--- config.mk ---
export PLATFORM = sky130hd
export DESIGN_NAME = ctc_fifo
export DESIGN_NICKNAME = d
export VERILOG_FILES = /design/src/hw/rtl/ctc_pkg.sv /design/src/hw/rtl/ctc_fifo.sv
export SDC_FILE = /design/constraint.sdc
export NUM_CORES = 1
export LEC_CHECK = 0
export BUFFER_PORTS_ARGS = -buffer_cell sky130_fd_sc_hd__buf_2
export CELL_PAD_IN_SITES_DETAIL_PLACEMENT = 1
export CELL_PAD_IN_SITES_GLOBAL_PLACEMENT = 1
export CORE_AREA = 5 5 143 145
export CTS_CLUSTER_SIZE = 20
export DETAILED_ROUTE_END_ITERATION = 6
export DIE_AREA = 0 0 148 150
export GPL_ROUTABILITY_DRIVEN = 0
export PLACE_DENSITY = 0.53
export SLEW_MARGIN = 30
export SYNTH_ARGS = -nofsm -noshare
export SYNTH_HDL_FRONTEND = slang
export SYNTH_SLANG_ARGS = --single-unit
--- constraint.sdc ---
create_clock -name clk -period 4.45 [get_ports clk]
set_input_delay 0.6675 -clock clk [delete_from_list [all_inputs] [get_ports clk]]
set_output_delay 0.6675 -clock clk [all_outputs]
set_load 0.05 [all_outputs]
--- src/hw/rtl/ctc_pkg.sv ---
// shared types and constants for the ctc greedy label decoder
// no dependencies

package ctc_pkg;

    localparam int MAX_CHARS = 256;
    localparam int ADDR_W    = $clog2(MAX_CHARS);
    localparam int CNT_W     = $clog2(MAX_CHARS + 1);
    localparam int ENTRY_W   = 35;

    localparam int QDEPTH    = 4;
    localparam int QPTR_W    = $clog2(QDEPTH);
    localparam int QCNT_W    = $clog2(QDEPTH + 1);

    localparam logic [1:0] OP_CLEAR  = 2'd0;
    localparam logic [1:0] OP_CHAR   = 2'd1;
    localparam logic [1:0] OP_DECODE = 2'd2;

    typedef struct packed {
        logic [31:0] bytes;
        logic [2:0]  len;
        logic        ends;
    } job_t;

endpackage

--- src/hw/rtl/ctc_fifo.sv ---
// short job queue between front and back ends
// depends on ctc_pkg

module ctc_fifo import ctc_pkg::*; (
    input  logic              clk,
    input  logic              rst_n,
    input  logic              push,
    input  job_t              din,
    input  logic              pop,
    output job_t              dout,
    output logic              empty,
    output logic [QCNT_W-1:0] count
);

    job_t              mem_reg [QDEPTH];
    logic [QPTR_W-1:0] wr_ptr_reg, wr_ptr_next;
    logic [QPTR_W-1:0] rd_ptr_reg, rd_ptr_next;
    logic [QCNT_W-1:0] count_reg, count_next;

    always_comb
    begin
        wr_ptr_next = wr_ptr_reg;
        rd_ptr_next = rd_ptr_reg;
        count_next  = count_reg;
        if (push)
        begin
            wr_ptr_next = (wr_ptr_reg == QPTR_W'(QDEPTH - 1)) ? '0 : wr_ptr_reg + QPTR_W'(1);
        end
        if (pop)
        begin
            rd_ptr_next = (rd_ptr_reg == QPTR_W'(QDEPTH - 1)) ? '0 : rd_ptr_reg + QPTR_W'(1);
        end
        if (push && !pop)
        begin
            count_next = count_reg + QCNT_W'(1);
        end
        else if (pop && !push)
        begin
            count_next = count_reg - QCNT_W'(1);
        end
    end

    always_ff @(posedge clk or negedge rst_n)
    begin
        if (!rst_n)
        begin
            wr_ptr_reg <= '0;
            rd_ptr_reg <= '0;
            count_reg  <= '0;
        end
        else
        begin
            wr_ptr_reg <= wr_ptr_next;
            rd_ptr_reg <= rd_ptr_next;
            count_reg  <= count_next;
        end
    end

    always_ff @(posedge clk)
    begin
        if (push)
        begin
            mem_reg[wr_ptr_reg] <= din;
        end
    end

    assign dout  = mem_reg[rd_ptr_reg];
    assign empty = count_reg == '0;
    assign count = count_reg;

endmodule

# Word-level counts from Yosys, hierarchy flattened
# Memory sizes are Yosys's and may differ from the RTL's.
# Cells that the tools add are included.
classes:
  n_eq_ne: 2
  n_reduce_logical: 6
  muxes: 6
  n_addsub: 4
ops:
  columns: ["operator", "count"]
  rows:
  - ["3-bit 2-to-1 mux", 2]
  - ["2-bit by 1-bit adder with 2-bit output, second input constant", 2]
  - ["2-bit == test, second input constant", 2]
  - ["2-bit 2-to-1 mux", 2]
  - ["3-bit by 1-bit adder with 3-bit output, second input constant", 1]
  - ["3-bit logical NOT", 1]
  - ["3-bit by 1-bit subtractor with 3-bit output, second input constant", 1]
  - ["1-bit logical AND", 2]
  - ["1-bit logical NOT", 2]
  - ["1-bit 2-to-1 mux", 2]
  - ["2-bit nonzero test", 1]
word_totals:
  inputBits: 40
  out_inout_bits: 40
  register_bits: 7
  ram_bits: 144
  n_memories: 1
  wordCells: 22
mem_list:
  columns: ["name", "depth", "word_bits", "rd", "rd_clocked_by_memory_dff", "write_ports", "line_no", "text"]
  rows:
  - ["mem_reg", 4, 36, 1, 0, 1, "ctc_fifo.sv:15", "job_t mem_reg [QDEPTH];"]

# Longest topological paths before layout
# Gate-level depths: netlist (run 1).
depth:
  word_depth: 4
  depth_mapped: 7
  mapped_depth_nobuf: 7

# Worst setup path after synthesis (run 1)
# OpenSTA, ideal clock, no wires.
synth_timing:
  path_type: "register -> output"
  from: "reg count_reg[0], in the netlist count[0]"
  to: "out empty"
  t_arrival_ps: 1765
  t_required_ps: 3783
  path_buffers: 0
  path_slack_ps: 2017
  stages_incl_launch_ff: 2
  path_cell_list: "dfrtp_1 -> nor3_1"
synth_between:
  elab_chain_cells: 1
synth_rtl:
  columns: ["element", "line_no", "text"]
  rows:
  - ["from (decl)", "ctc_fifo.sv:18", "logic [QCNT_W-1:0] count_reg, count_next;"]
  - ["from (signal assigned)", "ctc_fifo.sv:55", "count_reg <= count_next;"]
  - ["3-bit logical NOT", "ctc_fifo.sv:68", "assign empty = count_reg == '0;"]
  - ["to (decl)", "ctc_fifo.sv:11", "output logic empty,"]
# No other way between the ends.

==> results.toml, run 1 <==
[run_status]
status = "finished, final reports clean"

[sta]
max_freq_mhz = 344
setup_tns_ps = 0
slew_viol_final = 0
period_needed_ps = 2910
fin_crit_sh_pct = 65.4
final-hold-violation-count = 0
max-slew-margin-rel_pct = 45.1
setup_violations = 0
worst_pin_slew_ps = 824
rsz0062_at_grt = "no"
skew_ps = 9.19

[setup_path]
worst-setup-path-type = "reg -> out"
crit_fanout = 39
crit_required_ps = 3780
cp.arrival_ps = 2240
endpoint_kind = "output pin"
cp-startpoint = "rd_ptr_reg[0]$_DFFE_PN0P_"
r2r_setup_slack_ps = 2490
rr_startpoint = "wr_ptr_reg[0]$_DFFE_PN0P_"
startpoint_type = "register"

[power_and_ir_drop]
ir_drop_mv = 0.394
powerDensity_nw_per_um2 = 757
leakage_nw = 2.35
power.total_mw = 5.18

[synthesis]
yosys_warnings = 0
synth_xor_area_share_pct = 0.468
yosys-mux-area-fraction_pct = 15.0
syn_inst = 224
synth_nets = 271
avgSynthCellArea_um2 = 25.1
synth_compound_area_share_pct = 0.178
post_synth_fa_ha_maj_area_fraction_pct = 1.69
ys_types = 19
synth_top_family_by_area = "multiplexers"
yosys.area.top_type = "edfxtp_1"
yosys.area_share.simple_pct = 0.869
ys_top_cells_by_area = "edfxtp_1 (77%), mux4_2 (14%), dfrtp_1 (3.1%)"
synth-seq-cells = 151
synth_seq_area_share_pct = 80.2
synth_top_area_share_pct = 77.0
netlist_area_um2 = 5610

[finish]
final_nets = 365
drive_above_1_share_pct = 47.1
antennaDiodeCount = 0
fillCellCount = 1862
largest_register_ffs = 144
finalInstanceArea_um2 = 6840
layout_commonest_cell = "edfxtp_1"
area_delta_synth_final_pct = 21.9
layout_common_cells = "edfxtp_1 (144), buf_2 (79), mux4_2 (36), clkbuf_16 (17), ha_1 (6)"
utilization_pct = 35.9

[drt]
post_drt_wl_per_cell_um = 19.5
highest_layer = "met4"
drt_iter0_markers = 108
wl_met3_um = 483
wl_met2_um = 5440
dr_total_vias = 2540
ant_nets = 0
wirelength_um = 11100
dr.pass1.iters = 5
drc = 0
wl_met1_um = 5000
viasPerCell = 4.46

[placement]
post-dp-hpwl_um = 6610
port_buffers = 79
place_area_um2 = 6280

[floorplan]
die_w_um = 148
dieArea_um2 = 22200
start_util_pct = 29.4
die_y_um = 150
placementRows = 51
ios = 80
core_area_um2 = 19100

[grt]
antenna_found_initial = 0
grt_start_max_net_pins = 40
grt_pass1_wl_um = 17300
grt_pass1_vias = 2903
grt.total_usage_pct = 10.7
grt_overflow_total = 0

[cts]
cts_buffers = 17
ctsHoldBuffers = 0
cts_buffer_depth = 2
cts_num_sinks = 151
cts_tree = "yes"
clk_pin_slew_worst_paths_ps = 60
post_cts_buffers = 0
cts_resized = 0
clk_latency_ps = 410
cts-root-buf = "clkbuf_16"
htreeDepth = 4

[flow_run]
maxCapViolations = 0

[hold_path]
hold_path.class = "in -> async"
where the power goes:
group / internal [mW] / switching (mW) / total, mW
Combinational: 0.552 / 1.17 / 1.73
Clock: 0.823 / 0.545 / 1.37
Sequential: 1.83 / 0.253 / 2.08
path summary, 6_finish.rpt:
| check | endpoint | depth (start not counted) |
|---|---|---|
| min | count[2]$_DFFE_PN0P_ | 1 |
| max | dout[32] | 2 |
| min reg2reg | count[2]$_DFFE_PN0P_ | 1 |
| max in group asynchronous | rd_ptr_reg[1]$_DFFE_PN0P_ | 1 |
| max reg2reg | mem_reg[2][2]$_DFFE_PP_ | 4 |
| min in group clk | mem_reg[2][17]$_DFFE_PP_ | 1 |
through the flow:
step,hold WS [ps],std cells,setup WS [ps]
detailed placement,483,537,1880
global route,61.3,569,1360
finish,77.7,569,1540
global placement,482,537,1890
floorplan,372,224,2020
CTS,66.4,569,1410
metal layers:
| layer | GRT usage (%) | up-vias |
|---|---|---|
| li1 | - | 1129 |
| met1 | 13.7 | 1338 |
| met2 | 17.1 | 59 |
| met3 | 3.63 | 14 |
| met4 | 3.88 | 0 |
| met5 | 0 | - |
synthesized netlist by cell type:
| cell | number |
|---|---|
| buf_4 | 1 |
| buf_6 | 1 |
| inv_1 | 4 |
| nor2_1 | 3 |
| o21ai_0 | 2 |
| nand2_1 | 2 |
| buf_2 | 4 |
| dfrtp_1 | 7 |
| buf_8 | 1 |
| and2_1 | 4 |
| edfxtp_1 | 144 |
| mux4_2 | 36 |
| fa_1 | 1 |
| xnor2_1 | 1 |
| mux2_2 | 3 |
| buf_12 | 1 |
| ha_1 | 6 |
| xor2_1 | 2 |
| nor3_1 | 1 |
worst max-delay path, stage by stage (launching register included):
cell and delay, ps:
dfrtp_4 970, mux4_2 610, buf_2 230
area by class of cell:
cell class                 count  area (um^2)  area share, %
clock inverter                12          128           1.87
multi-input combinational     61         1030           15.1
tap                          238          298           4.35
timing repair buffer          83          425           6.22
sequential                   151         4510           65.9
inverter                       4         15.0          0.219
clock buffer                  20          437           6.38
logic make-up after synthesis:
family                   count (synthesis)
adder cells (fa/ha/maj)                  7
AO/OA/AOI/OAI                            2
flip-flops                             151
multiplexers                            39
XOR/XNOR                                 3
buffers and inverters                   12
AND/OR/NAND/NOR                         10
No activity file was read; power rests on OpenSTA's default activity.
==> run 2, diff against run 1 <==
--- a/config.mk
+++ b/config.mk
@@ -5,15 +5,16 @@
 export SDC_FILE = /design/constraint.sdc
 export NUM_CORES = 1
 export LEC_CHECK = 0
+export ABC_AREA = 1
 export BUFFER_PORTS_ARGS = -buffer_cell sky130_fd_sc_hd__buf_2
 export CELL_PAD_IN_SITES_DETAIL_PLACEMENT = 1
 export CELL_PAD_IN_SITES_GLOBAL_PLACEMENT = 1
-export CORE_AREA = 5 5 143 145
+export CORE_AREA = 5 5 152 154
 export CTS_CLUSTER_SIZE = 20
 export DETAILED_ROUTE_END_ITERATION = 6
-export DIE_AREA = 0 0 148 150
+export DIE_AREA = 0 0 157 159
 export GPL_ROUTABILITY_DRIVEN = 0
-export PLACE_DENSITY = 0.53
+export PLACE_DENSITY = 0.57
 export SLEW_MARGIN = 30
 export SYNTH_ARGS = -nofsm -noshare
 export SYNTH_HDL_FRONTEND = slang
==> constraint.sdc (replaced) <==
create_clock -name clk -period 2.4 [get_ports clk]
set_input_delay 0.36 -clock clk [delete_from_list [all_inputs] [get_ports clk]]
set_output_delay 0.36 -clock clk [all_outputs]
set_load 0.05 [all_outputs]
==> run 2 against run 1 <==
Sequential power up 72%. Synthesized cell count up 110%. Flip-flop and latch count stayed put. Clock power up 79%. Critical endpoint is now dout[34]. Critical path type unchanged. Largest cell class unchanged. Clock-buffer cell count decreased by 3. Highest routed layer is now met5. Clock skew increased by 3.7 ps.
==> results.toml, run 2 <==
[synthesis]
yosys.area.top_type = "edfxtp_1"
ys_types = 21
synth_seq_area_share_pct = 70.6
netlist_area_um2 = 6370
avgSynthCellArea_um2 = 13.6
synth_top_cells_by_count = "edfxtp_1 (144), nand2_1 (123), inv_1 (83)"
syn_inst = 470
synth-edff-count = 144
ys_top_cells_by_area = "edfxtp_1 (68%), o211ai_2 (9.6%), nand2_1 (7.2%)"
synth-seq-cells = 151
synth_top_area_share_pct = 67.8
synth_nets = 517
dominantRegCellSynth = "edfxtp_1"
yosysMostFrequentCell = "edfxtp_1"
yosys_warnings = 0
ys_async_sr_fraction_pct = 4.64

[setup_path]
r2r_setup_slack_ps = 760
crit_required_ps = 2040
rr_startpoint = "wr_ptr_reg[0]$_DFFE_PN0P_"
worst-setup-path-type = "reg -> out"
startpoint_type = "register"
cp.arrival_ps = 1880
r2r_end = "mem_reg[2][21]$_DFFE_PP_"
crit_fanout = 37
endpoint_kind = "output pin"
worst-r2r-cell-count = 5

[power_and_ir_drop]
p_int_mw = 5.85
comb_power_share_pct = 42.3
powerDensity_nw_per_um2 = 1350
p_clk_share_pct = 23.5
ir_drop_mv = 0.547
leakage_nw = 3.19
seqPwrFrac_pct = 34.2
power.total_mw = 10.4
switching_share_pct = 43.9
p_switching_mw = 4.57

[sta]
final-hold-violation-count = 0
worst_pin_slew_ps = 553
skew_ps = 12.9
slew_viol_final = 0
setup_tns_ps = 0
hold_slack_ps = 153
period_needed_ps = 2240
setup_violations = 0
max-slew-margin-rel_pct = 63.2
fin_crit_sh_pct = 93.3
setup_ws_ps = 162
rsz0062_at_grt = "no"
max_freq_mhz = 447

[floorplan]
core_area_um2 = 21600
placementRows = 54
ios = 80
start_util_pct = 29.6
dieArea_um2 = 25000
die_w_um = 157
die_y_um = 159

[hold_path]
whs_path_depth = 1
hp-start = "din[18]"
hold_end = "mem_reg[0][18]$_DFFE_PP_"
hold_path.class = "in -> reg"

[cts]
clk_pin_slew_worst_paths_ps = 70
post_cts_buffers = 0
cts-root-buf = "clkbuf_16"
cts_num_sinks = 151
cts_buffers = 17
htreeDepth = 4
cts_tree = "yes"
cts_buffer_depth = 2
clk_latency_ps = 420

[finish]
finalNonFillerCells = 854
antennaDiodeCount = 0
final_nets = 608
drive_above_1_share_pct = 31.5
finalInstanceArea_um2 = 7710
area_delta_synth_final_pct = 21.0
largest_register_ffs = 144
layout_common_cells = "edfxtp_1 (144), nand2_1 (123), inv_1 (79), buf_2 (79), o211ai_2 (49)"
utilization_pct = 35.8
layout_commonest_cell = "edfxtp_1"

[grt]
grtUsageMet1_pct = 13.6
grt_overflow_total = 0
grt_start_max_net_pins = 49
met2_usage_pct = 19.7
grt.total_usage_pct = 11.5
grt_pass1_vias = 4225
antenna_found_initial = 2
grt_pass1_wl_um = 22200
grt-busiest-layer = "met2"
use_met3_pct = 4.02

[drt]
drt_iter0_markers = 125
dr_total_vias = 3764
viasPerCell = 4.41
ant_nets = 0
drc = 0
post_drt_wl_per_cell_um = 16.3
wirelength_um = 13900
dr.pass1.iters = 4

[run_status]
status = "finished, final reports clean"

[placement]
dpl.cell_count = 820
place_area_um2 = 7130
dp_worst_setup_slack_ps = 467
port_buffers = 79
post-dp-hpwl_um = 8760

[flow_run]
maxCapViolations = 0
-- run 2: cell families after synthesis --
logic type                 synth area share [%]
DFF                                        70.6
and+or+nand+nor                            7.62
buffers and inverters                      7.52
AOI/OAI and AO/OA                          12.6
adders and majority gates                  1.49
xor gates and xnor gates                  0.137
-- run 2: cell type report --
class / instances / area (um^2)
fill: 2302 / 13800
sequential: 151 / 4500
multi-input combinational: 212 / 1400
timing repair buffer: 93 / 566
clock buffer: 17 / 425
inverter: 85 / 350
tap: 280 / 350
clock inverter: 15 / 115
timing repair inverter: 1 / 8.76
-- run 2: how the worst max path moves through the flow --
stage                                         start  endpoint  slack [ps]
after floorplan                count[0]$_DFFE_PN0P_     empty         270
after global placement    rd_ptr_reg[0]$_DFFE_PN0P_  dout[29]         500
after detailed placement  rd_ptr_reg[0]$_DFFE_PN0P_  dout[29]         470
after CTS                 rd_ptr_reg[0]$_DFFE_PN0P_  dout[29]           2
after global routing      rd_ptr_reg[1]$_DFFE_PN0P_  dout[34]          20
final                     rd_ptr_reg[1]$_DFFE_PN0P_  dout[34]         160
-- run 2: worst max-delay path, stage by stage (launching register included) --
cell and delay (ps):
dfrtp_2 390, buf_4 480, o211ai_1 190, nand2_1 120, buf_2 270
-- run 2: timing repair --
action	in CTS	in global routing
endpoints found under the hold margin	7	0
gates resized for setup	0	5
hold buffers	1	0
setup endpoints to repair	0	27
-- run 2: layer usage --
| layer | part of all wire, % | up-vias | wire length [um] |
|---|---|---|---|
| met4 | 1.1 | 4 | 157 |
| li1 | - | 1811 | - |
| met1 | 43 | 1866 | 5960 |
| met3 | 4.9 | 17 | 687 |
| met2 | 51 | 66 | 7120 |
| met5 | 0.15 | - | 21 |
-- run 2: power by group through the flow --
stage | Clock (mW) | Combinational [mW] | Sequential (mW)
final | 2.45 | 4.41 | 3.57
after CTS | 2.52 | 4.48 | 3.57
after floorplan | 0 | 3.28 | 3.66
after detailed placement | 0 | 4.46 | 3.62
after global placement | 0 | 4.39 | 3.59
after global routing | 2.65 | 4.79 | 3.61
