<file path="src/hw/rtl/ctc_pkg.sv">
// shared types and constants for the ctc greedy label decoder
// no dependencies

package ctc_pkg;

    localparam int MAX_CHARS = 256;
    localparam int ADDR_W    = $clog2(MAX_CHARS);
    localparam int CNT_W     = $clog2(MAX_CHARS + 1);
    localparam int ENTRY_W   = 35;

    localparam int QDEPTH    = 4;
    localparam int QPTR_W    = $clog2(QDEPTH);
    localparam int QCNT_W    = $clog2(QDEPTH + 1);

    localparam logic [1:0] OP_CLEAR  = 2'd0;
    localparam logic [1:0] OP_CHAR   = 2'd1;
    localparam logic [1:0] OP_DECODE = 2'd2;

    typedef struct packed {
        logic [31:0] bytes;
        logic [2:0]  len;
        logic        ends;
    } job_t;

endpackage

</file>
<file path="src/hw/rtl/ctc_back.sv">
// back end: expands queued jobs into output bytes and end markers
// depends on ctc_pkg

module ctc_back import ctc_pkg::*; (
    input  logic       clk,
    input  logic       rst_n,
    input  logic       q_empty,
    input  job_t       q_job,
    output logic       q_pop,
    input  logic       pop,
    output logic       empty,
    output logic [7:0] out_byte,
    output logic       byte_valid,
    output logic       end_of_text,
    output logic       last
);

    job_t       job_reg, job_next;
    logic       job_v_reg, job_v_next;
    logic [1:0] job_i_reg, job_i_next;
    logic       out_v_reg, out_v_next;
    logic [7:0] out_byte_reg, out_byte_next;
    logic       out_bv_reg, out_bv_next;
    logic       out_eot_reg, out_eot_next;
    logic       out_last_reg, out_last_next;

    logic       load;
    logic       final_byte;
    logic       job_done;
    logic [31:0] shifted;

    always_comb
    begin
        load       = !out_v_reg || pop;
        shifted    = job_reg.bytes >> {job_i_reg, 3'b000};
        final_byte = ({1'b0, job_i_reg} + 3'd1) == job_reg.len;

        out_v_next    = out_v_reg;
        out_byte_next = out_byte_reg;
        out_bv_next   = out_bv_reg;
        out_eot_next  = out_eot_reg;
        out_last_next = out_last_reg;
        job_i_next    = job_i_reg;
        job_done      = 1'b0;

        if (load)
        begin
            out_v_next = job_v_reg;
            if (job_reg.len == 3'd0)
            begin
                // end marker for a segment end that emits no character
                out_byte_next = 8'h00;
                out_bv_next   = 1'b0;
                out_eot_next  = 1'b1;
                out_last_next = 1'b1;
                job_done      = job_v_reg;
            end
            else
            begin
                out_byte_next = shifted[7:0];
                out_bv_next   = 1'b1;
                out_eot_next  = final_byte && job_reg.ends;
                out_last_next = final_byte;
                job_done      = job_v_reg && final_byte;
                if (job_v_reg && !final_byte)
                begin
                    job_i_next = job_i_reg + 2'd1;
                end
            end
        end

        q_pop      = (!job_v_reg || job_done) && !q_empty;
        job_v_next = job_v_reg && !job_done;
        job_next   = job_reg;
        if (q_pop)
        begin
            job_v_next = 1'b1;
            job_next   = q_job;
            job_i_next = 2'd0;
        end
    end

    always_ff @(posedge clk or negedge rst_n)
    begin
        if (!rst_n)
        begin
            job_v_reg <= 1'b0;
            out_v_reg <= 1'b0;
            job_i_reg <= 2'd0;
        end
        else
        begin
            job_v_reg <= job_v_next;
            out_v_reg <= out_v_next;
            job_i_reg <= job_i_next;
        end
    end

    always_ff @(posedge clk)
    begin
        job_reg      <= job_next;
        out_byte_reg <= out_byte_next;
        out_bv_reg   <= out_bv_next;
        out_eot_reg  <= out_eot_next;
        out_last_reg <= out_last_next;
    end

    assign empty       = !out_v_reg;
    assign out_byte    = out_byte_reg;
    assign byte_valid  = out_bv_reg;
    assign end_of_text = out_eot_reg;
    assign last        = out_last_reg;

endmodule

</file>
<file path="config.mk">
export PLATFORM = sky130hd
export DESIGN_NAME = ctc_back
export DESIGN_NICKNAME = d
export VERILOG_FILES = /design/src/hw/rtl/ctc_pkg.sv /design/src/hw/rtl/ctc_back.sv
export SDC_FILE = /design/constraint.sdc
export NUM_CORES = 1
export LEC_CHECK = 0
export BUFFER_PORTS_ARGS = -buffer_cell sky130_fd_sc_hd__clkbuf_2
export CAP_MARGIN = 20
export CORE_MARGIN = 1
export CORE_UTILIZATION = 35
export CTS_CLUSTER_SIZE = 30
export DETAILED_ROUTE_END_ITERATION = 7
export PLACE_DENSITY = 0.6
export SLEW_MARGIN = 20
export SYNTH_ARGS = -nofsm -noshare
export SYNTH_HDL_FRONTEND = slang
export SYNTH_SLANG_ARGS = --single-unit
</file>
<file path="constraint.sdc">
create_clock -name clk -period 5.8 [get_ports clk]
set_input_delay 1.16 -clock clk [delete_from_list [all_inputs] [get_ports clk]]
set_output_delay 1.16 -clock clk [all_outputs]
set_load 0.01 [all_outputs]
</file>
### After elaboration in Yosys (flattened, before gate mapping)

Cells that the tools add are included.

| cells by class | value |
|---|---|
| magnitude comparators | 0 |
| shift-type cells | 1 |
| div/mod/pow operators | 0 |
| reduce and logical (&&, ||, !) cells | 16 |
| equality and inequality tests | 2 |
| multiply operators | 0 |
| mux-type cells | 8 |
| bitwise logic cells | 0 |
| $add $sub $neg | 2 |

Operators with widths:

| kind | count |
|---|---|
| $shr 32x5->8 | 1 |
| $mux 2 | 4 |
| $logic_and 1x1->1 | 5 |
| $logic_not 1->1 | 5 |
| $mux 1 | 4 |
| $reduce_bool 2->1 | 2 |
| $add 2x1->3 const B | 1 |
| $eq 3x3->1 | 1 |
| $logic_not 3->1 | 1 |
| $reduce_and 3->1 | 1 |
| $add 2x1->2 const B | 1 |
| $logic_or 1x1->1 | 2 |
| $ne 2x2->1 const B | 1 |

| storage, ports and cells | value |
|---|---|
| input port bits | 40 |
| memories kept | 0 |
| output and inout port bits | 13 |
| bits in latches | 0 |
| logic and storage cells | 39 |
| memory bits (writable) | 0 |
| register bits | 51 |
| memory bits (read-only) | 0 |

### Logic depth before layout (Yosys ltp)

Gate-level depths: netlist of the first run.

| depth | value |
|---|---|
| depth in word-level cells | 9 |
| mapped depth | 6 |
| depth with buffers taken out | 6 |

### Worst setup path after synthesis of the first run

Ideal clock, no wire load.

| path | value |
|---|---|
| path type | register to output |
| start point | reg job_i_reg[0] |
| end point | out q_pop |
| arrival | 3495 ps |
| slack | 1145 ps |
| path buffers | 0 |
| stages on the path, launching flop included | 7 |
| data required time | 4640 ps |
| path through | dfrtp_1 > ha_1 > or4_4 > a2111oi_4 > nor3_2 > o21a_1 > nor2_1 |

| between the ends | value |
|---|---|
| longest elaborated chain between the ends | 7 |

RTL lines:

| what | line | RTL |
|---|---|---|
| start: declaration | ctc_back.sv:20 | `logic [1:0] job_i_reg, job_i_next;` |
| start signal: assignment | ctc_back.sv:95 | `job_i_reg <= job_i_next;` |
| $add 2x1->3 | ctc_back.sv:36 | `final_byte = ({1'b0, job_i_reg} + 3'd1) == job_reg.len;` |
| $eq 3x3->1 | ctc_back.sv:36 |  |
| $logic_and 1x1->1 | ctc_back.sv:64 | `job_done = job_v_reg && final_byte;` |
| $mux 1 | ctc_back.sv:49 | `if (job_reg.len == 3'd0)` |
| $mux 1 | ctc_back.sv:46 | `if (load)` |
| $logic_or 1x1->1 | ctc_back.sv:72 | `q_pop = (!job_v_reg \|\| job_done) && !q_empty;` |
| $logic_and 1x1->1 | ctc_back.sv:72 |  |
| end: declaration | ctc_back.sv:9 | `output logic q_pop,` |

Every way passes these cells.

### Final worst setup path of the first run

Ends and elaborated chain as after synthesis.

==> results of run 1 <==
cell families (layout without fill, tap and decap cells):
kind of cell               count (synthesis)  after routing  synth area share
xor gates and xnor gates                   3              3            0.0131
buffers and inverters                      8             66            0.0156
DFF                                       51             51             0.755
muxes                                      8              8            0.0899
adders and majority gates                  1              1           0.00625
AOI/OAI and AO/OA                          7              7            0.0387
and+or+nand+nor                           27             27            0.0818
critical path, cell delays in order (launching register included):
cell       delay [ps]
dfrtp_1           870
ha_1              410
or4_4             510
a2111oi_4         380
nor3_2            130
o21a_1            220
nor2_4            100
clkbuf_2          140
worst min path at each step:
stage,endpoint,slack (ps),cells after the start,start
after floorplan,out_v_reg,550,1,job_v_reg
after global placement,out_v_reg,590,1,job_v_reg
after detailed placement,out_v_reg,590,1,job_v_reg
after CTS,out_v_reg,610,1,job_v_reg
after global routing,out_v_reg,640,1,rst_n
final,out_v_reg,610,1,job_v_reg
power groups by stage:
stage               clock (W)  sequential, W  combinational (W)
floorplan                   0       0.000550           0.000213
global placement            0       0.000574           0.000260
detailed placement          0       0.000578           0.000271
CTS                  0.000247       0.000570           0.000270
global route         0.000261       0.000579           0.000292
finish               0.000240       0.000567           0.000266
placed cells by master (no fill, tap or decap), drive strengths merged, types with 2 or more instances in the layout:
| cell | synthesis | routed |
|---|---|---|
| and3 | 2 | 2 |
| clkbuf | 2 | 57 |
| clkinv | 0 | 2 |
| dfrtp | 4 | 4 |
| edfxtp | 47 | 47 |
| inv | 5 | 5 |
| mux4 | 8 | 8 |
| nand2 | 3 | 3 |
| nand2b | 2 | 2 |
| nand3b | 2 | 2 |
| nor2 | 5 | 5 |
| nor2b | 8 | 8 |
| nor3 | 2 | 2 |
| xor2 | 3 | 3 |
routing by layer:
metal	GRT usage	up-vias	share of wire	routed length, um
li1	-	521	-	-
met1	0.131	495	0.42	1330
met2	0.203	34	0.53	1690
met3	0.0353	2	0.043	137
met4	0.0415	0	0.0060	19
met5	0	-	0	0
metrics by stage:
stage                     setup WS (ps)  cell area, um2  power, W  instances  utilization
after floorplan                    1150            2000  0.000763        105            -
after global placement             1920            2360  0.000833        227        0.428
after detailed placement           1870            2360  0.000849        227        0.428
after CTS                          1530            2470   0.00109        235        0.448
after global routing               1400            2470   0.00113        235        0.449
final                              1570            2470   0.00107        235        0.449
final cells by class:
type	instances	area, um2	area share
multi-input cells	46	473	0.191
clock buffers	5	68.8	0.0278
flip-flops and latches	51	1510	0.611
clock inverters	3	43.8	0.0177
repair buffers	53	268	0.108
inverters	5	18.8	0.00759
well taps	72	90.1	0.0364
==> metrics.txt, run 1 <==
status=finished clean; async set or reset register ratio after synthesis=0.0784; CP startpoint kind=register; Antenna Cells=0; Rows=27; initial antenna violation count=0; combinational share of power=0.248; DIE WIDTH=77.7 um; Synth area leaders=edfxtp_1, mux4_2, dfrtp_1; Data arrival, critical path=3070 ps; initial core utilization=0.364; WL final=approximately 3.2 mm; Final nets=203; critical path class=reg2out; Syn Area/Cell=19.1 um2; crit path to=q_pop; CTS tree=done; Critical Path Source=job_i_reg[0]; final hold viol count=0; Detail Route Antenna Nets=0; Fmax=237 MHz; max_cap viols=0; CTS resizes=0; RSZ-0062 raised after global routing=no; via count=1,052; vias in the first global route=1,148; share of cells above drive strength 1=0.460; P per Cell Area=434 nW/um2; crit-path max FO=16; EDFF count, synth=between 40 and 50; Cell Int Power=0.000775 W; Sw Share=0.278; Critical R2R Capture=job_reg[31]; clock network power share=0.224; Avg WL per Cell=13.5 um; sequential share of power=0.529; top_reg_cell synth=edfxtp_1; Tot GR Track Use=0.115; CTS root buf=clkbuf_8; via/cell ratio=4.48; Die ar.=roughly 6000 um2; hpwl dp=2.34 mm; number of synthesized register bits=51; number of flip-flops in the largest register=36; number of I/O port buffers=52; Yosys top cell area share=0.705; worst skew pair latency=290 ps; Fillers=484; H-tree Lvls=2; GR Overflow Total=0; global-route wire length before repair=roughly 5.2 mm; count leader, synth=edfxtp_1; final setup fails=0; gpl congestion=0.714; Ports=53; r2r setup slk=2420 ps; CP Capture Type=primary output; CORE AREA=5510 um2; Tmin final=4230 ps; most instantiated cells after synthesis=edfxtp_1, mux4_2, nor2b_1; Cells after Synth=roughly 110; CTS clk-pin slew, worst paths=90 ps; setup TNS=0 ps; largest net degree at the start of global routing=37; Syn Std Cell Area=2000 um2; Post-Synthesis Net Count=about 150; Worst VDD drop=between 200 and 250 uV; clk_skew=5.14 ps; DRT iter0 DRCs=between 70 and 80; Die Height=77.7 um; fin crit share=0.729; Ys Warns=0; Max clock buf depth=2; r2r worst-path depth=7; Hold/Removal Path Class=reg2reg; Hold-fix buffers, CTS=0; area delta synth->final=23.5%; switching pwr=0.000298 W; Min Hold Slack=around 610 ps; Worst-Margin Slew=797 ps; TritonRoute pass-1 iters=3; Pleak=approximately 0.95 nW; dominant cell type by area after synthesis=edfxtp_1; postcts setup bufs=0; WP data required=4640 ps; Yosys cell types=27; R2R Path Start=job_i_reg[0]; Max Slew Vio Count=0; DRC viols=0; clock sinks=51; register area share after synthesis=0.755; Slew headroom=0.469; CTS Buf Count=5
No activity file was read; power rests on OpenSTA's default activity.
==> run 2, diff against run 1 <==
- ABC_AREA: unset -> 1
- clock period: 5.8 -> 4.33 ns (I/O delays scaled with it)
==> metrics.txt, run 2 <==
via/cell ratio=4.50 (+0.48%); WL final=3.66 mm (+15%); combinational share of power=0.274 (+0.026); number of synthesized register bits=51 (unchanged); P per Cell Area=610 nW/um2 (+41%); Max clock buf depth=2 (unchanged); via count=1,273 (+21%); Slew headroom=0.535 (+0.0664); final hold viol count=0 (unchanged); Syn Std Cell Area=2010 um2 (+0.50%); CTS root buf=clkbuf_8; Hold/Removal Path Class=in2async; leading cell types in the layout, fill and taps excluded=clkbuf_2, edfxtp_1, nor2_1, nand2_1; Syn Area/Cell=13.1 um2 (-31%); Max Slew Vio Count=0 (unchanged); CTS Buf Count=5 (unchanged); DRT iter0 DRCs=99 (+29%); dominant cell type by area after synthesis=edfxtp_1; Post-Synth Adder-Cell Area=0.00622 (-0.0000311); DIE WIDTH=77.8 um (+0.24%); multiplexer share of the synthesized area=0 (-0.0899); largest family of logic cells by synthesized area=simple AND/OR/NAND/NOR gates; Cells after Synth=154 (+47%); Synth Area in Compound Gates=0.0677 (+0.0290); initial core utilization=0.363 (-0.000411); Critical Path Source=job_i_reg[0]; Post-Synthesis Net Count=195 (+34%); Die ar.=6060 um2 (+0.49%); Detail Route Antenna Nets=0 (unchanged); commonest non-fill, non-tap cell in the layout=clkbuf_2; DRC viols=0 (unchanged); fin crit share=0.724; Setup WS pre-CTS=1520 ps (-348 ps); Tot GR Track Use=0.132 (+0.0175); share of cells above drive strength 1=0.341 (-0.119); XOR/XNOR Fraction of Synth Area=0.00435 (-0.00877); max_cap viols=0 (unchanged); gpl congestion=0.746 (+4.4%); CTS tree=done; register area share after synthesis=0.751 (-0.00375); clock sinks=51 (unchanged); Hold-fix buffers, CTS=0 (unchanged); number of flip-flops in the largest register=36 (unchanged); worst skew pair latency=300 ps (about the same); area delta synth->final=22.1%; setup TNS=0 ps (unchanged); Synth area leaders=edfxtp_1, nor2_1, dfrtp_1; GR Overflow Total=0 (unchanged); Yosys top cell area share=0.701 (-0.00350); clock network power share=0.219 (-0.005); initial antenna violation count=0 (unchanged); hpwl dp=2.60 mm (+11%); top_reg_cell synth=edfxtp_1; global-route wire length before repair=5.89 mm (+14%); RSZ-0062 raised after global routing=no; WP data required=3460 ps (-1180 ps); setup ws final=1190 ps (-378 ps); CORE AREA=5540 um2 (+0.61%); Rows=27 (unchanged); Fmax=319 MHz; Fillers=535 (+11%); crit-path max FO=20 (+4); Yosys cell types=22 (-19%); switching pwr=0.000486 W (+63%); Synth Area in Simple Gates=0.135 (+0.0530); Worst VDD drop=254 uV (+26%); Ports=53 (unchanged); Ys Warns=0 (unchanged); Multi-input gate area=429 um2 (-9.3%); Tmin final=3140 ps; H-tree Lvls=2 (unchanged); final setup fails=0 (unchanged); async set or reset register ratio after synthesis=0.0784 (unchanged); EDFF count, synth=47 (unchanged); CTS clk-pin slew, worst paths=90 ps (about the same); Antenna Cells=0 (unchanged); Sw Share=0.324 (+0.0462); Avg WL per Cell=12.9 um (-4.4%); CP startpoint kind=register; TritonRoute pass-1 iters=4 (+1); clk_skew=3.41 ps (-1.73 ps); largest net degree at the start of global routing=38 (+2.7%); postcts setup bufs=0 (unchanged); sequential share of power=0.507 (-0.022); Data arrival, critical path=2270 ps (-800 ps); CP Capture Type=primary output; register area=1510 um2 (unchanged); Final nets=251 (+24%); most instantiated cells after synthesis=edfxtp_1, nor2_1, nand2_1; vias in the first global route=1,241 (+8.1%); critical path class=reg2out; CTS resizes=0 (unchanged); Worst-Margin Slew=697 ps (-99.6 ps); Cell Int Power=0.00101 W (+31%); status=finished clean; Die Height=77.8 um (+0.24%); count leader, synth=edfxtp_1; Pleak=1.01 nW (+6.6%); number of I/O port buffers=52 (unchanged); R2R Path Start=job_i_reg[0]
==> run 2: changes by cell type after synthesis, moves of 3 or more <==
cell | before | now
nor2b_1 | 8 | 0
o21ai_0 | 0 | 7
o21ai_1 | 0 | 9
nand2_2 | 0 | 4
xor2_1 | 3 | 0
nand2_1 | 3 | 13
nor2_1 | 5 | 35
inv_1 | 5 | 9
mux4_2 | 8 | 0
a21oi_1 | 0 | 8
==> run 2: critical path, stage by stage (launching register included) <==
cell,delay [ps]
dfrtp_1,800
ha_1,380
xnor2_1,220
nand2_2,130
nand2_4,90
nand2_4,60
a21oi_4,140
clkbuf_2,150
==> run 2: power by group through the flow <==
stage	sequential [W]	combinational, W	clock, W
global placement	0.000773	0.000404	0
floorplan	0.000746	0.000316	0
CTS	0.000763	0.000417	0.000336
global route	0.000775	0.000464	0.000357
detailed placement	0.000774	0.000413	0
finish	0.000760	0.000410	0.000328
==> run 2: logic make-up after synthesis <==
logic type      after synthesis
simple gates                 60
flops                        51
compound gates               25
buf+inv                      16
xor+xnor                      1
fa+ha+maj                     1
==> run 2: cell type report <==
| class | instances | share of cell area |
|---|---|---|
| sequential | 51 | 0.615 |
| multi-input combinational | 87 | 0.175 |
| timing repair buffer | 53 | 0.109 |
| tap | 72 | 0.0367 |
| clock buffer | 5 | 0.0280 |
| inverter | 12 | 0.0193 |
| clock inverter | 3 | 0.0173 |
==> run 2: final timing paths <==
check | endpoint | slack, ps | depth (start not counted)
max | q_pop | 1190 | 7
min reg2reg | end_of_text | 570 | 2
min in group clk | end_of_text | 570 | 2
max reg2reg | job_reg[27] | 1710 | 7
min | job_i_reg[0] | 370 | 1
max in group asynchronous | job_v_reg | 3820 | 1
==> run 2: metal layers <==
| layer | global-route usage | wire [um] | vias up | part of all wire |
|---|---|---|---|---|
| met2 | 0.218 | 1870 | 40 | 0.51 |
| met1 | 0.160 | 1560 | 591 | 0.43 |
| met3 | 0.0494 | 214 | 2 | 0.058 |
| met5 | 0 | 0 | - | 0 |
| met4 | 0.0434 | 19 | 0 | 0.0052 |
| li1 | - | - | 640 | - |
==> run 2: metrics by stage <==
step / cell area [um2] / utilization / cells / hold slack, ps / total power, W
2_1_floorplan: 2010 / - / 154 / 515 / 0.00106
3_3_place_gp: 2350 / 0.423 / 275 / 554 / 0.00118
3_5_place_dp: 2350 / 0.423 / 275 / 553 / 0.00119
4_1_cts: 2460 / 0.444 / 283 / 367 / 0.00152
5_1_grt: 2460 / 0.444 / 283 / 363 / 0.00160
6_report: 2460 / 0.444 / 283 / 368 / 0.00150
==> run 3, diff against run 2 <==
- clock period: 4.33 -> 2.9 ns (I/O delays scaled with it)
==> metrics.txt, run 3 (synthesis gave the netlist of run 2 again) <==
status=finished clean; fin crit share=0.893; postcts setup bufs=0 (unchanged); Detail Route Antenna Nets=0 (unchanged); worst skew pair latency=300 ps (about the same); crit-path max FO=18 (-10%); CP Capture Type=primary output; number of I/O port buffers=52 (unchanged); Tmin final=approximately 2600 ps; CTS resizes=0 (unchanged); Ports=53 (unchanged); Worst VDD drop=394 uV (+55%); number of flip-flops in the largest register=36 (unchanged); Rows=27 (unchanged); share of cells above drive strength 1=0.352 (+0.0109); Hold/Removal Path Class=in2async; CTS tree=done; area delta synth->final=22.9%; r2r worst-path depth=10 (+3); Inst Count DP=277 (+0.73%); Avg WL per Cell=13.0 um (+0.30%); Max Slew Vio Count=0 (unchanged); Pleak=1.02 nW (+1.2%); clock sinks=51 (unchanged); Final nets=253 (+0.80%); WL final=3.70 mm (+1.0%); via count=1,281 (+0.63%); CTS Buf Count=5 (unchanged); initial core utilization=0.363 (unchanged); final cell count without fillers=285 (+0.71%); CP max stage delay=530 ps (-270 ps); r2r setup slk=740 ps (-970 ps); vias in the first global route=1,235 (-0.48%); Tot GR Track Use=0.133 (+0.000203); Critical R2R Capture=job_reg[27]; P per Cell Area=909 nW/um2 (+49%); critical path class=reg2out; leading cell types in the layout, fill and taps excluded=clkbuf_2, edfxtp_1, nor2_1, nand2_1; GR Overflow Total=0 (unchanged); CORE AREA=5540 um2 (unchanged); Worst-Margin Slew=342 ps (-355 ps); Hold-fix buffers, CTS=0 (unchanged); Max clock buf depth=2 (unchanged); Fillers=530 (-0.93%); cells along the critical path=buf_4 > inv_4 > nand2_2 > nand2_2 > nor2_4 > nand2_2 > nand2_4 > nand2_4 > a21oi_4 > clkbuf_2; R2R Path Start=job_i_reg[0]; via/cell ratio=4.49 (about the same); commonest non-fill, non-tap cell in the layout=clkbuf_2; setup ws final=311 ps (-884 ps); Fmax=386 MHz; most used cell, CP=nand2_2; Setup WS pre-CTS=657 ps (-865 ps); Slew headroom=0.772 (+0.237); final hold viol count=0 (unchanged); Die ar.=6060 um2 (unchanged); hpwl dp=2.74 mm (+5.3%); final setup fails=0 (unchanged); setup TNS=0 ps (unchanged); largest net degree at the start of global routing=22 (-42%); clk_skew=6.38 ps (+2.97 ps); RSZ-0062 raised after global routing=no; CTS root buf=clkbuf_8; CP startpoint kind=register; DIE WIDTH=77.8 um (unchanged); Die Height=77.8 um (unchanged); max_cap viols=0 (unchanged); WP data required=2320 ps (-1140 ps); H-tree Lvls=2 (unchanged); initial antenna violation count=0 (unchanged); CTS clk-pin slew, worst paths=90 ps (about the same); DRC viols=0 (unchanged); Data arrival, critical path=2010 ps (-260 ps); Worst path slowest cell=dfrtp_1; TritonRoute pass-1 iters=4 (unchanged); DRT iter0 DRCs=136 (+37%); Antenna Cells=0 (unchanged); gpl congestion=0.784 (+5.1%); global-route wire length before repair=5.88 mm (-0.24%)
[run 3: cell types whose count changed in the layout (fill, tap and decap cells not counted), sizes merged]
cell	change
clkinv	+1
buf	+2
inv	-1
[run 3: cell type report]
cell class | instances | area (um2) | area share
repair buffers | 55 | 283 | 0.114
well taps | 72 | 90.1 | 0.0364
clock buffers | 5 | 68.8 | 0.0278
multi-input cells | 87 | 429 | 0.173
inverters | 12 | 47.5 | 0.0192
flip-flops and latches | 51 | 1510 | 0.611
clock inverters | 3 | 43.8 | 0.0177
[run 3: metrics by stage]
stage	utilization	power [W]	hold WS, ps	cell area (um2)
3_5_place_dp	0.426	0.00179	409	2360
6_report	0.446	0.00225	76.3	2470
5_1_grt	0.446	0.00238	71.9	2470
4_1_cts	0.446	0.00227	73.9	2470
3_3_place_gp	0.426	0.00177	410	2360
2_1_floorplan	-	0.00159	284	2010
[run 3: per-layer routing]
layer,vias up,part of all wire,GRT usage
met5,-,0,0
met4,0,0.019,0.0623
met3,7,0.049,0.0388
met2,37,0.49,0.212
met1,590,0.44,0.166
li1,647,-,-
[run 3: worst max-delay path, delay by kind of cell, from the launching register on]
family                 cells  cell delay, ps
DFF                        1             530
AOI/OAI and AO/OA          1             160
and+or+nand+nor            6             500
buffers and inverters      3             520
[run 3: power breakdown]
part	leakage (nW)	switching (W)	internal [W]
clock	0.0581	0.000229	0.000257
sequential	0.482	0.0000858	0.00102
combinational	0.483	0.000410	0.000247
[run 3: worst max path at each step]
stage / from / end / slack [ps]
3_3_place_gp: job_i_reg[0] / q_pop / 710
4_1_cts: job_i_reg[0] / q_pop / 300
5_1_grt: job_i_reg[0] / q_pop / 150
2_1_floorplan: job_i_reg[0] / q_pop / 450
6_report: job_i_reg[0] / q_pop / 310
3_5_place_dp: job_i_reg[0] / q_pop / 660
